==> config.mk <==
export PLATFORM = sky130hd
export DESIGN_NAME = binary_rate_step_generator
export DESIGN_NICKNAME = d
export VERILOG_FILES = /design/src/rtl/brsg_pkg.sv /design/src/rtl/brsg_lane.sv /design/src/rtl/brsg_ctrl.sv /design/src/rtl/binary_rate_step_generator.sv
export VERILOG_INCLUDE_DIRS = /design/src /design/src/rtl
export SDC_FILE = /design/constraint.sdc
export NUM_CORES = 1
export LEC_CHECK = 0
export CAP_MARGIN = 20
export CELL_PAD_IN_SITES_DETAIL_PLACEMENT = 2
export CELL_PAD_IN_SITES_GLOBAL_PLACEMENT = 2
export CORE_ASPECT_RATIO = 1.4
export CORE_MARGIN = 2
export CORE_UTILIZATION = 39
export DETAILED_ROUTE_END_ITERATION = 10
export DONT_BUFFER_PORTS = 1
export PLACE_DENSITY = 0.76
export SYNTH_ARGS = -nofsm -noshare
export SYNTH_HDL_FRONTEND = slang
export SYNTH_HIERARCHICAL = 1
export SYNTH_SLANG_ARGS = --single-unit
==> constraint.sdc <==
create_clock -name clock -period 3.6 [get_ports clock]
set_clock_uncertainty 0.2 [all_clocks]
set_input_delay 0.36 -clock clock [delete_from_list [all_inputs] [get_ports clock]]
set_output_delay 0.36 -clock clock [all_outputs]
set_load 0.05 [all_outputs]
==> src/rtl/binary_rate_step_generator_defines.svh <==
// Assertion macros for the binary rate step generator.
`ifndef BINARY_RATE_STEP_GENERATOR_DEFINES_SVH
`define BINARY_RATE_STEP_GENERATOR_DEFINES_SVH

`ifndef SYNTHESIS
// Same-cycle implication, checked outside reset.
`define BRSG_ASSERT_IMP(lbl, clk, rst, ante, cons, msg) \
   lbl: assert property (@(posedge clk) disable iff (rst) (ante) |-> (cons)) \
      else $error(msg);
// Next-cycle implication, checked outside reset.
`define BRSG_ASSERT_NXT(lbl, clk, rst, ante, cons, msg) \
   lbl: assert property (@(posedge clk) disable iff (rst) (ante) |=> (cons)) \
      else $error(msg);
`else
`define BRSG_ASSERT_IMP(lbl, clk, rst, ante, cons, msg)
`define BRSG_ASSERT_NXT(lbl, clk, rst, ante, cons, msg)
`endif

`endif

==> src/rtl/brsg_pkg.sv <==
package brsg_pkg;

   // Fixed port geometry
   localparam int NUM_IN_AXES    = 4;
   localparam int AXIS_COUNT_W   = 8;
   localparam int MAX_COUNT_BITS = 8;
   localparam int DEPTH_W        = 4;
   localparam int SEL_W          = 3;

   // Parameter defaults
   localparam int DEF_NUM_AXES   = 4;
   localparam int DEF_COUNT_BITS = 8;

   // Request kinds
   typedef enum logic {
      REQ_LOAD = 1'b0,
      REQ_TICK = 1'b1
   } req_kind_type;

   // First count-down index for each depth 1..8 (2^depth - 2)
   localparam logic [MAX_COUNT_BITS-1:0] START_INDEX_TABLE [MAX_COUNT_BITS] = '{
      8'd0, 8'd2, 8'd6, 8'd14, 8'd30, 8'd62, 8'd126, 8'd254
   };

   // Per-lane control from the sequencer
   typedef struct packed {
      logic             load_active;
      logic             load_pending;
      logic             promote;
      logic             step_en;
      logic [SEL_W-1:0] bit_sel;
   } lane_ctl_type;

   // Sequencer status toward the response path
   typedef struct packed {
      logic [NUM_IN_AXES-1:0] dir_out;
      logic                   step_valid;
      logic                   sub_done;
      logic                   load_refused;
   } ctrl_status_type;

   // One response transaction
   typedef struct packed {
      logic [NUM_IN_AXES-1:0] step_mask;
      logic [NUM_IN_AXES-1:0] dir_out;
      logic                   step_valid;
      logic                   sub_done;
      logic                   load_refused;
   } rsp_type;

   function automatic logic [MAX_COUNT_BITS-1:0] start_index(input logic [DEPTH_W-1:0] depth);
      logic [DEPTH_W-1:0] d1;
      d1 = depth - DEPTH_W'(1);
      return START_INDEX_TABLE[d1[SEL_W-1:0]];
   endfunction

endpackage

==> src/rtl/brsg_lane.sv <==
module brsg_lane #(
   parameter int COUNT_BITS = brsg_pkg::DEF_COUNT_BITS
) (
   input  logic                              clock,
   input  logic                              reset,
   input  logic [brsg_pkg::AXIS_COUNT_W-1:0] axis_count,
   input  brsg_pkg::lane_ctl_type            ctl,
   output logic [COUNT_BITS-1:0]             dist_masked,
   output logic                              step
);
   import brsg_pkg::*;

   localparam int LSEL_W = (COUNT_BITS > 1) ? $clog2(COUNT_BITS) : 1;

   logic [COUNT_BITS-1:0] active_count_ff, active_count_in;
   logic [COUNT_BITS-1:0] pending_count_ff, pending_count_in;

   assign dist_masked = axis_count[COUNT_BITS-1:0];

   // Active slot: direct load or promotion of the pending count
   always_comb begin
      active_count_in = active_count_ff;
      if (ctl.load_active) begin
         active_count_in = dist_masked;
      end else if (ctl.promote) begin
         active_count_in = pending_count_ff;
      end
   end

   always_comb begin
      pending_count_in = pending_count_ff;
      if (ctl.load_pending) begin
         pending_count_in = dist_masked;
      end
   end

   always_ff @(posedge clock) begin
      if (reset) begin
         active_count_ff <= '0;
      end else begin
         active_count_ff <= active_count_in;
      end
   end

   // Pending count is only read after a load wrote it
   always_ff @(posedge clock) begin
      pending_count_ff <= pending_count_in;
   end

   // Bit select for the current slot
   assign step = ctl.step_en & active_count_ff[ctl.bit_sel[LSEL_W-1:0]];

endmodule

==> src/rtl/brsg_ctrl.sv <==
module brsg_ctrl #(
   parameter int COUNT_BITS = brsg_pkg::DEF_COUNT_BITS
) (
   input  logic                             clock,
   input  logic                             reset,
   input  logic                             push,
   input  logic                             req_type,
   input  logic [brsg_pkg::NUM_IN_AXES-1:0] req_dir,
   input  logic [COUNT_BITS-1:0]            dist_or,
   output brsg_pkg::lane_ctl_type           lane_ctl,
   output brsg_pkg::ctrl_status_type        status
);
   import brsg_pkg::*;

   logic                   busy_ff, busy_in;
   logic                   pending_full_ff, pending_full_in;
   logic [DEPTH_W-1:0]     depth_ff, depth_in;
   logic [DEPTH_W-1:0]     pending_depth_ff, pending_depth_in;
   logic [COUNT_BITS-1:0]  index_ff, index_in;
   logic [NUM_IN_AXES-1:0] dir_ff, dir_in;
   logic [NUM_IN_AXES-1:0] pending_dir_ff, pending_dir_in;

   logic               is_load, is_tick, tick_act, last_slot;
   logic               load_active, load_pending, refused, promote;
   logic [DEPTH_W-1:0] new_depth, ones, bit_pos;

   // Depth of the incoming sub-movement: highest set bit plus one
   always_comb begin
      new_depth = DEPTH_W'(1);
      for (int b = 1; b < COUNT_BITS; b++) begin
         if (dist_or[b]) begin
            new_depth = DEPTH_W'(b + 1);
         end
      end
   end

   // Trailing ones of the count-down index
   always_comb begin
      ones = DEPTH_W'(COUNT_BITS);
      for (int b = COUNT_BITS - 1; b >= 0; b--) begin
         if (!index_ff[b]) begin
            ones = DEPTH_W'(b);
         end
      end
   end

   assign bit_pos = depth_ff - DEPTH_W'(1) - ones;

   // Transaction decode
   always_comb begin
      is_load      = push && (req_type == REQ_LOAD);
      is_tick      = push && (req_type == REQ_TICK);
      load_active  = is_load && !busy_ff;
      load_pending = is_load && busy_ff && !pending_full_ff;
      refused      = is_load && busy_ff && pending_full_ff;
      tick_act     = is_tick && busy_ff;
      last_slot    = (index_ff == '0);
      promote      = tick_act && last_slot && pending_full_ff;
   end

   // Next state
   always_comb begin
      busy_in          = busy_ff;
      pending_full_in  = pending_full_ff;
      depth_in         = depth_ff;
      pending_depth_in = pending_depth_ff;
      index_in         = index_ff;
      dir_in           = dir_ff;
      pending_dir_in   = pending_dir_ff;
      if (load_active) begin
         busy_in  = 1'b1;
         depth_in = new_depth;
         index_in = COUNT_BITS'(start_index(new_depth));
         dir_in   = req_dir;
      end
      if (load_pending) begin
         pending_full_in  = 1'b1;
         pending_depth_in = new_depth;
         pending_dir_in   = req_dir;
      end
      if (tick_act) begin
         if (!last_slot) begin
            index_in = index_ff - COUNT_BITS'(1);
         end else if (pending_full_ff) begin
            pending_full_in = 1'b0;
            depth_in        = pending_depth_ff;
            index_in        = COUNT_BITS'(start_index(pending_depth_ff));
            dir_in          = pending_dir_ff;
         end else begin
            busy_in = 1'b0;
         end
      end
   end

   always_ff @(posedge clock) begin
      if (reset) begin
         busy_ff         <= 1'b0;
         pending_full_ff <= 1'b0;
         depth_ff        <= '0;
         index_ff        <= '0;
         dir_ff          <= '0;
      end else begin
         busy_ff         <= busy_in;
         pending_full_ff <= pending_full_in;
         depth_ff        <= depth_in;
         index_ff        <= index_in;
         dir_ff          <= dir_in;
      end
   end

   always_ff @(posedge clock) begin
      pending_depth_ff <= pending_depth_in;
      pending_dir_ff   <= pending_dir_in;
   end

   // Lane control and status
   always_comb begin
      lane_ctl.load_active  = load_active;
      lane_ctl.load_pending = load_pending;
      lane_ctl.promote      = promote;
      lane_ctl.step_en      = tick_act && (ones < depth_ff);
      lane_ctl.bit_sel      = bit_pos[SEL_W-1:0];
      status.dir_out        = dir_in;
      status.step_valid     = tick_act;
      status.sub_done       = tick_act && last_slot;
      status.load_refused   = refused;
   end

endmodule

==> src/rtl/binary_rate_step_generator.sv <==
// Channel | Dir | Handshake             | Payload
// req     | in  | req_valid / req_ready | req_type, req_dist_axis0..3, req_dir_in
// rsp     | out | rsp_valid / rsp_ready | rsp_step_mask, rsp_dir_out, rsp_step_valid,
//         |     |                       | rsp_sub_done, rsp_load_refused
//
// One transaction per cycle while req_ready is high; each request gives one registered response.
// The per-axis lanes and the sequencer settle a tick combinationally.
// A two-entry output buffer (output register plus skid) keeps req_ready high
// while one response waits; req_ready drops only when both entries are full.
// Synchronous active-high reset clears the sequencer and the output buffer.
`include "binary_rate_step_generator_defines.svh"

module binary_rate_step_generator #(
   parameter int NUM_AXES   = brsg_pkg::DEF_NUM_AXES,
   parameter int COUNT_BITS = brsg_pkg::DEF_COUNT_BITS
) (
   input  logic                              clock,
   input  logic                              reset,
   input  logic                              req_valid,
   output logic                              req_ready,
   input  logic                              req_type,
   input  logic [brsg_pkg::AXIS_COUNT_W-1:0] req_dist_axis0,
   input  logic [brsg_pkg::AXIS_COUNT_W-1:0] req_dist_axis1,
   input  logic [brsg_pkg::AXIS_COUNT_W-1:0] req_dist_axis2,
   input  logic [brsg_pkg::AXIS_COUNT_W-1:0] req_dist_axis3,
   input  logic [brsg_pkg::NUM_IN_AXES-1:0]  req_dir_in,
   output logic                              rsp_valid,
   input  logic                              rsp_ready,
   output logic [brsg_pkg::NUM_IN_AXES-1:0]  rsp_step_mask,
   output logic [brsg_pkg::NUM_IN_AXES-1:0]  rsp_dir_out,
   output logic                              rsp_step_valid,
   output logic                              rsp_sub_done,
   output logic                              rsp_load_refused
);
   import brsg_pkg::*;

   localparam int USED_AXES = (NUM_AXES < NUM_IN_AXES) ? NUM_AXES : NUM_IN_AXES;

   logic                    push, pop;
   logic [AXIS_COUNT_W-1:0] axis_count [NUM_IN_AXES];
   logic [COUNT_BITS-1:0]   lane_count [NUM_IN_AXES];
   logic [NUM_IN_AXES-1:0]  lane_step;
   logic [COUNT_BITS-1:0]   dist_or;
   lane_ctl_type            lane_ctl;
   ctrl_status_type         status;
   rsp_type                 rsp_new;

   logic    out_valid_ff, out_valid_in;
   logic    skid_valid_ff, skid_valid_in;
   rsp_type out_ff, out_in;
   rsp_type skid_ff, skid_in;

   assign req_ready = !skid_valid_ff;
   assign push      = req_valid && req_ready;
   assign pop       = out_valid_ff && rsp_ready;

   assign axis_count[0] = req_dist_axis0;
   assign axis_count[1] = req_dist_axis1;
   assign axis_count[2] = req_dist_axis2;
   assign axis_count[3] = req_dist_axis3;

   // Axis lanes; axes beyond NUM_AXES never step
   for (genvar a = 0; a < NUM_IN_AXES; a++) begin : g_lane
      if (a < USED_AXES) begin : g_used
         brsg_lane #(
            .COUNT_BITS (COUNT_BITS)
         ) u_lane (
            .clock       (clock),
            .reset       (reset),
            .axis_count  (axis_count[a]),
            .ctl         (lane_ctl),
            .dist_masked (lane_count[a]),
            .step        (lane_step[a])
         );
      end else begin : g_unused
         assign lane_count[a] = '0;
         assign lane_step[a]  = 1'b0;
      end
   end

   // Merge: OR of incoming counts for the depth search
   always_comb begin
      dist_or = '0;
      for (int a = 0; a < NUM_IN_AXES; a++) begin
         dist_or = dist_or | lane_count[a];
      end
   end

   brsg_ctrl #(
      .COUNT_BITS (COUNT_BITS)
   ) u_ctrl (
      .clock    (clock),
      .reset    (reset),
      .push     (push),
      .req_type (req_type),
      .req_dir  (req_dir_in),
      .dist_or  (dist_or),
      .lane_ctl (lane_ctl),
      .status   (status)
   );

   // Merge: response assembly
   always_comb begin
      rsp_new.step_mask    = lane_step;
      rsp_new.dir_out      = status.dir_out;
      rsp_new.step_valid   = status.step_valid;
      rsp_new.sub_done     = status.sub_done;
      rsp_new.load_refused = status.load_refused;
   end

   // Output register with skid entry
   always_comb begin
      out_valid_in  = out_valid_ff;
      skid_valid_in = skid_valid_ff;
      out_in        = out_ff;
      skid_in       = skid_ff;
      if (skid_valid_ff) begin
         if (pop) begin
            out_in        = skid_ff;
            skid_valid_in = 1'b0;
         end
      end else if (push) begin
         if (!out_valid_ff || pop) begin
            out_in       = rsp_new;
            out_valid_in = 1'b1;
         end else begin
            skid_in       = rsp_new;
            skid_valid_in = 1'b1;
         end
      end else if (pop) begin
         out_valid_in = 1'b0;
      end
   end

   always_ff @(posedge clock) begin
      if (reset) begin
         out_valid_ff  <= 1'b0;
         skid_valid_ff <= 1'b0;
      end else begin
         out_valid_ff  <= out_valid_in;
         skid_valid_ff <= skid_valid_in;
      end
   end

   always_ff @(posedge clock) begin
      out_ff  <= out_in;
      skid_ff <= skid_in;
   end

   assign rsp_valid        = out_valid_ff;
   assign rsp_step_mask    = out_ff.step_mask;
   assign rsp_dir_out      = out_ff.dir_out;
   assign rsp_step_valid   = out_ff.step_valid;
   assign rsp_sub_done     = out_ff.sub_done;
   assign rsp_load_refused = out_ff.load_refused;

   // Checks
   `BRSG_ASSERT_IMP(a_skid_behind_out, clock, reset, skid_valid_ff, out_valid_ff, "skid entry without output entry")
   `BRSG_ASSERT_IMP(a_done_is_tick, clock, reset, rsp_valid && rsp_sub_done, rsp_step_valid, "sub_done without applied tick")
   `BRSG_ASSERT_IMP(a_refused_no_step, clock, reset, rsp_valid && rsp_load_refused, !rsp_step_valid && (rsp_step_mask == '0), "refused load carries steps")
   `BRSG_ASSERT_NXT(a_push_fills_out, clock, reset, push, out_valid_ff, "accepted transaction left no response")

endmodule

==> run_results.csv, run 1 <==
group,metric,value,unit
finish,drive_above_1_share,21.3,%
route,drtPass1Iterations,4,
job,maxCapViolCount,0,
setup_path,startpoint,"u_ctrl/index_ff[6]$_SDFF_PP0_",
synth,synth_area,5710,µm²
sta,worstMarginPinSlew,0.748,ns
setup_path,crit_arrival,3.42,ns
synth,syn_nets,547,
finish,utilization,47.3,%
finish,layout.cells.non_filler,720,
die,start_util,39.7,%
setup_path,cp-start-kind,"flop",
setup_path,crit_type,"flop to flop",
synth,synth_area_per_cell,11.5,µm²
grt,grt_pass1_wl,27400,µm
place,pre_cts_slack,0.149,ns
synth,ys_warn_count,6,
clocking,cts_root_buf,"clkbuf_16",
sta,finalMaxSlewViolations,0,
sta,final_hold_viol_count,0,
finish,syn_to_final_growth,19.1,%
route,drtIter0Drc,166,
place,io_buffers,0,
route,vias_per_cell,5.47,
route,routed_wl,18300,µm
sta,period_needed,3.45,ns
clocking,cts_tree,"done",
pwr,finalPower,3.80,mW
setup_path,end_kind,"flop",
sta,final-setup-viol-count,0,
sta,fmaxAchievable,289,MHz
pwr,power.static_leakage,2.57,nW
clocking,cts.sinks,114,
clocking,insertion_delay,0.42,ns
grt,antenna_found_initial,4,
sta,tns,0,ns
sta,fin_crit_sh,96.0,%
clocking,path_clk_slew,0.06,ns
die,core-area,14400,µm²
clocking,cts_buffers,17,
route,route.detailed.drc,0,
setup_path,worst_ep_required_time,3.57,ns
die,pin_count,54,
clocking,h-tree-depth,4,
die,dieArea,15600,µm²
place,gp_congestion,0.846,
grt,grt_max_degree,52,
die,die-height,147,µm
grt,track_usage,23.8,%
die,die_width,106,µm
setup_path,regToRegStartpoint,"u_ctrl/index_ff[6]$_SDFF_PP0_",
pwr,ir_drop,0.455,mV
die,rows,52,
route,postRouteAntennaNets,0,
pwr,power.density,559,nW/µm²
route,vias,3941,
setup_path,cp_max_fo,12,
clocking,cts_buffer_depth,2,
grt,grt_overflow,0,
worst_hold_path,hp-start,"reset",
grt,grt_pass1_vias,4617,
clocking,cts_setup_buffers,0,
sta,timing.final.ws_setup,0.145,ns
synth,synthCells,495,
place,dp_cells,639,
route,wire_per_inst,25.4,µm
place,dp_hpwl,10800,µm
outcome,status,"complete, no violations",
worst_hold_path,hp-class,"input pin to flop",
sta,slew_headroom,48.8,%
finish,final_nets,561,
## final timing paths
| kind | cells after the start | end | slack (ns) |
|---|---|---|---|
| worst min register to register | 2 | u_ctrl/depth_ff[0]$_SDFF_PP0_ | 0.32 |
| worst min-delay path | 2 | u_ctrl/index_ff[1]$_SDFF_PP0_ | 0.04 |
| worst max register to register | 14 | rsp_step_mask[3]$_DFFE_PP_ | 0.15 |
| worst max-delay path | 14 | rsp_step_mask[3]$_DFFE_PP_ | 0.15 |
## flip-flops by register name (all words and copies together) (netlist names), 8 cells and up
register / count
g_lane.g_used.u_lane/active_count_ff: 32
g_lane.g_used.u_lane/pending_count_ff: 32
skid_ff: 11
u_ctrl/index_ff: 8
## what timing repair did
action,4_1_cts,5_1_grt
endpoints found under the hold margin,86,0
pin swaps,0,1
hold buffers,40,0
setup endpoints to repair,2,4
gates resized for setup,1,8
## worst max-delay path: stages (launching register included)
cell and delay (ns):
dfxtp_2 0.35, inv_1 0.11, o21ai_0 0.10, a21boi_1 0.17, o21ai_1 0.08, nand2_1 0.08, ha_1 0.14, inv_1 0.05
fa_2 0.40, xnor2_4 0.23, buf_12 0.17, mux4_1 0.60, nor2_1 0.15, a311oi_1 0.08, mux2_2 0.29
## cell usage in the layout (no fill, tap or decap), types with 4 or more instances in the layout
| master | count |
|---|---|
| a31oi_1 | 4 |
| ha_1 | 10 |
| inv_1 | 26 |
| mux2_2 | 41 |
| buf_4 | 12 |
| mux2_4 | 7 |
| nor2b_1 | 6 |
| mux2i_1 | 41 |
| dfxtp_1 | 50 |
| a311oi_1 | 6 |
| or4_1 | 7 |
| diode_2 | 9 |
| o31ai_1 | 4 |
| dlygate4sd3_1 | 39 |
| nor2_1 | 56 |
| edfxtp_1 | 62 |
| nand2_1 | 13 |
| or3_1 | 4 |
| o21ai_0 | 9 |
| clkbuf_16 | 17 |
| nand2b_1 | 7 |
| bufinv_16 | 5 |
| a211oi_1 | 6 |
| nand3_1 | 10 |
| nor3_1 | 4 |
| a21oi_1 | 21 |
## layer usage
metal / vias to the layer above / global-route usage [%] / part of all wire, %
li1: 1791 / - / -
met1: 2005 / 23.7 / 37
met2: 101 / 46.1 / 56
met3: 44 / 4.70 / 3.3
met4: 0 / 11.6 / 3.9
met5: - / 0 / 0
## where the power goes
group / internal, mW / leakage [nW] / total, mW / switching [mW]
Sequential: 1.44 / 0.994 / 1.53 / 0.0924
Clock: 1.28 / 0.327 / 1.94 / 0.657
Combinational: 0.154 / 1.25 / 0.340 / 0.186
Total: 2.87 / 2.57 / 3.80 / 0.936
## final cells by class
class                      count  area [µm²]
clock buffer                  19         453
tap                          189         236
multi-input combinational    295        2330
antenna                        9        22.5
inverter                      28         109
clock inverter                13         221
timing repair buffer          53         528
sequential                   114        2910
fill                        1375        7570
## per-stage QoR
step | hold WS [ns] | area, µm²
4_1_cts | 0.0172 | 6770
2_1_floorplan | 0.238 | 5720
6_report | 0.0442 | 6810
3_5_place_dp | 0.241 | 5670
3_3_place_gp | 0.236 | 5670
5_1_grt | 0.0455 | 6800
No activity file was read; power rests on OpenSTA's default activity.
==> run 2, diff against run 1 <==
Settings changed: SETUP_SLACK_MARGIN set to 0.2.
==> run_results.csv, run 2 (same netlist as run 1, synthesis figures left out) <==
group,metric,value,unit
job,maxCapViolCount,0,
finish,layout.cells.non_filler,723,
grt,grt_pass1_vias,4611,
route,wire_per_inst,26.2,µm
grt,grt_max_degree,52,
clocking,path_clk_slew,0.06,ns
setup_path,cp-start-kind,"flop",
sta,period_needed,3.35,ns
sta,finalMaxSlewViolations,0,
sta,final-setup-viol-count,0,
finish,syn_to_final_growth,20.6,%
die,pin_count,54,
grt,grt_pass1_wl,27800,µm
die,die-height,147,µm
worst_hold_path,hp-class,"input pin to flop",
route,vias,3999,
clocking,h-tree-depth,4,
die,start_util,39.7,%
setup_path,crit_type,"flop to flop",
sta,tns,0,ns
sta,slew_headroom,51.3,%
place,dp_hpwl,10800,µm
die,rows,52,
die,core-area,14400,µm²
setup_path,end_kind,"flop",
sta,fmaxAchievable,299,MHz
sta,worstMarginPinSlew,0.712,ns
outcome,status,"complete, no violations",
setup_path,worst_ep_required_time,3.56,ns
pwr,power.static_leakage,2.59,nW
route,drtIter0Drc,158,
grt,grt_overflow,0,
pwr,ir_drop,0.507,mV
route,postRouteAntennaNets,0,
grt,antenna_found_initial,1,
place,dp_cells,639,
setup_path,crit_arrival,3.31,ns
route,routed_wl,18900,µm
clocking,cts_root_buf,"clkbuf_16",
sta,final_hold_viol_count,0,
sta,fin_crit_sh,93.0,%
clocking,cts.sinks,114,
pwr,power.density,554,nW/µm²
sta,rsz0062_at_grt,"yes",
finish,mostFrequentLayoutCell,"edfxtp_1",
clocking,cts_buffers,17,
finish,num-fill-cells,1382,
route,drtPass1Iterations,4,
place,gp_congestion,0.846,
clocking,insertion_delay,0.42,ns
grt,track_usage,24.1,%
die,dieArea,15600,µm²
die,die_width,106,µm
finish,layout_common_cells,"62 x edfxtp_1, 55 x nor2_1, 49 x dfxtp_1",
setup_path,cp_max_fo,12,
place,io_buffers,0,
clocking,cts_buffer_depth,2,
finish,reg_top3,"g_lane.g_used.u_lane/active_count_ff x32, g_lane.g_used.u_lane/pending_count_ff x32, skid_ff x11",
route,route.detailed.drc,0,
finish,drive_above_1_share,24.3,%
clocking,cts_tree,"done",
finish,final_nets,566,
route,vias_per_cell,5.53,
sta,holdWs,0.0161,ns
-- run 2: final timing paths --
check,slack (ns),to,cells past startpoint,from
worst max register to register,0.25,rsp_step_mask[3]$_DFFE_PP_,13,u_ctrl/index_ff[6]$_SDFF_PP0_
worst max-delay path,0.25,rsp_step_mask[3]$_DFFE_PP_,13,u_ctrl/index_ff[6]$_SDFF_PP0_
worst min-delay path,0.02,g_lane[0].g_used.u_lane/active_count_ff[0]$_SDFFE_PP0P_,2,req_dist_axis0[0]
worst min register to register,0.32,u_ctrl/depth_ff[0]$_SDFF_PP0_,2,u_ctrl/depth_ff[0]$_SDFF_PP0_
-- run 2: repair_timing --
| item | in CTS | in global routing |
|---|---|---|
| pin swaps | 2 | 4 |
| hold buffers | 40 | 0 |
| endpoints found under the hold margin | 86 | 0 |
| endpoints found under the setup margin | 4 | 8 |
| gates resized for setup | 13 | 13 |
| buffers inserted | 5 | 0 |
-- run 2: metrics by stage --
step / setup slack, ns / instance area [µm²] / power [mW] / util [%]
global route: 0.132 / 6890 / 3.93 / 47.9
finish: 0.252 / 6890 / 3.82 / 47.9
global placement: 0.267 / 5670 / 1.80 / 39.4
floorplan: 0.217 / 5720 / 1.77 / -
detailed placement: 0.149 / 5670 / 1.82 / 39.4
CTS: 0.202 / 6840 / 3.82 / 47.6
-- run 2: worst max-delay path, cell delays in order, from the launching register on --
cell,delay (ns)
dfxtp_4,0.37
inv_2,0.08
o21ai_1,0.06
a21boi_1,0.16
o21ai_1,0.08
nand2_1,0.09
ha_1,0.14
inv_1,0.06
fa_2,0.56
clkinvlp_4,0.31
mux4_2,0.40
nor2_2,0.18
a311oi_2,0.08
mux2_2,0.31
-- run 2: final cells by class --
cell class	instances	area (µm²)	share of cell area (%)
Multi-Input combinational cell	295	2370	34.4
Tap cell	189	236	3.43
Clock buffer	19	453	6.57
Inverter	28	109	1.58
Antenna cell	7	17.5	0.254
Sequential cell	114	2910	42.2
Timing Repair Buffer	58	569	8.26
Clock inverter	13	221	3.21
-- run 2: power by group --
part	internal [mW]	switching (mW)
Sequential	1.43	0.0933
Combinational	0.157	0.192
Clock	1.28	0.663
-- run 2: routing by layer --
metal / up-vias / GRT usage [%] / part of all wire (%)
li1: 1802 / - / -
met5: - / 0 / 0
met3: 35 / 5.15 / 3.4
met2: 116 / 47.0 / 58
met4: 0 / 10.5 / 3.5
met1: 2046 / 24.0 / 35
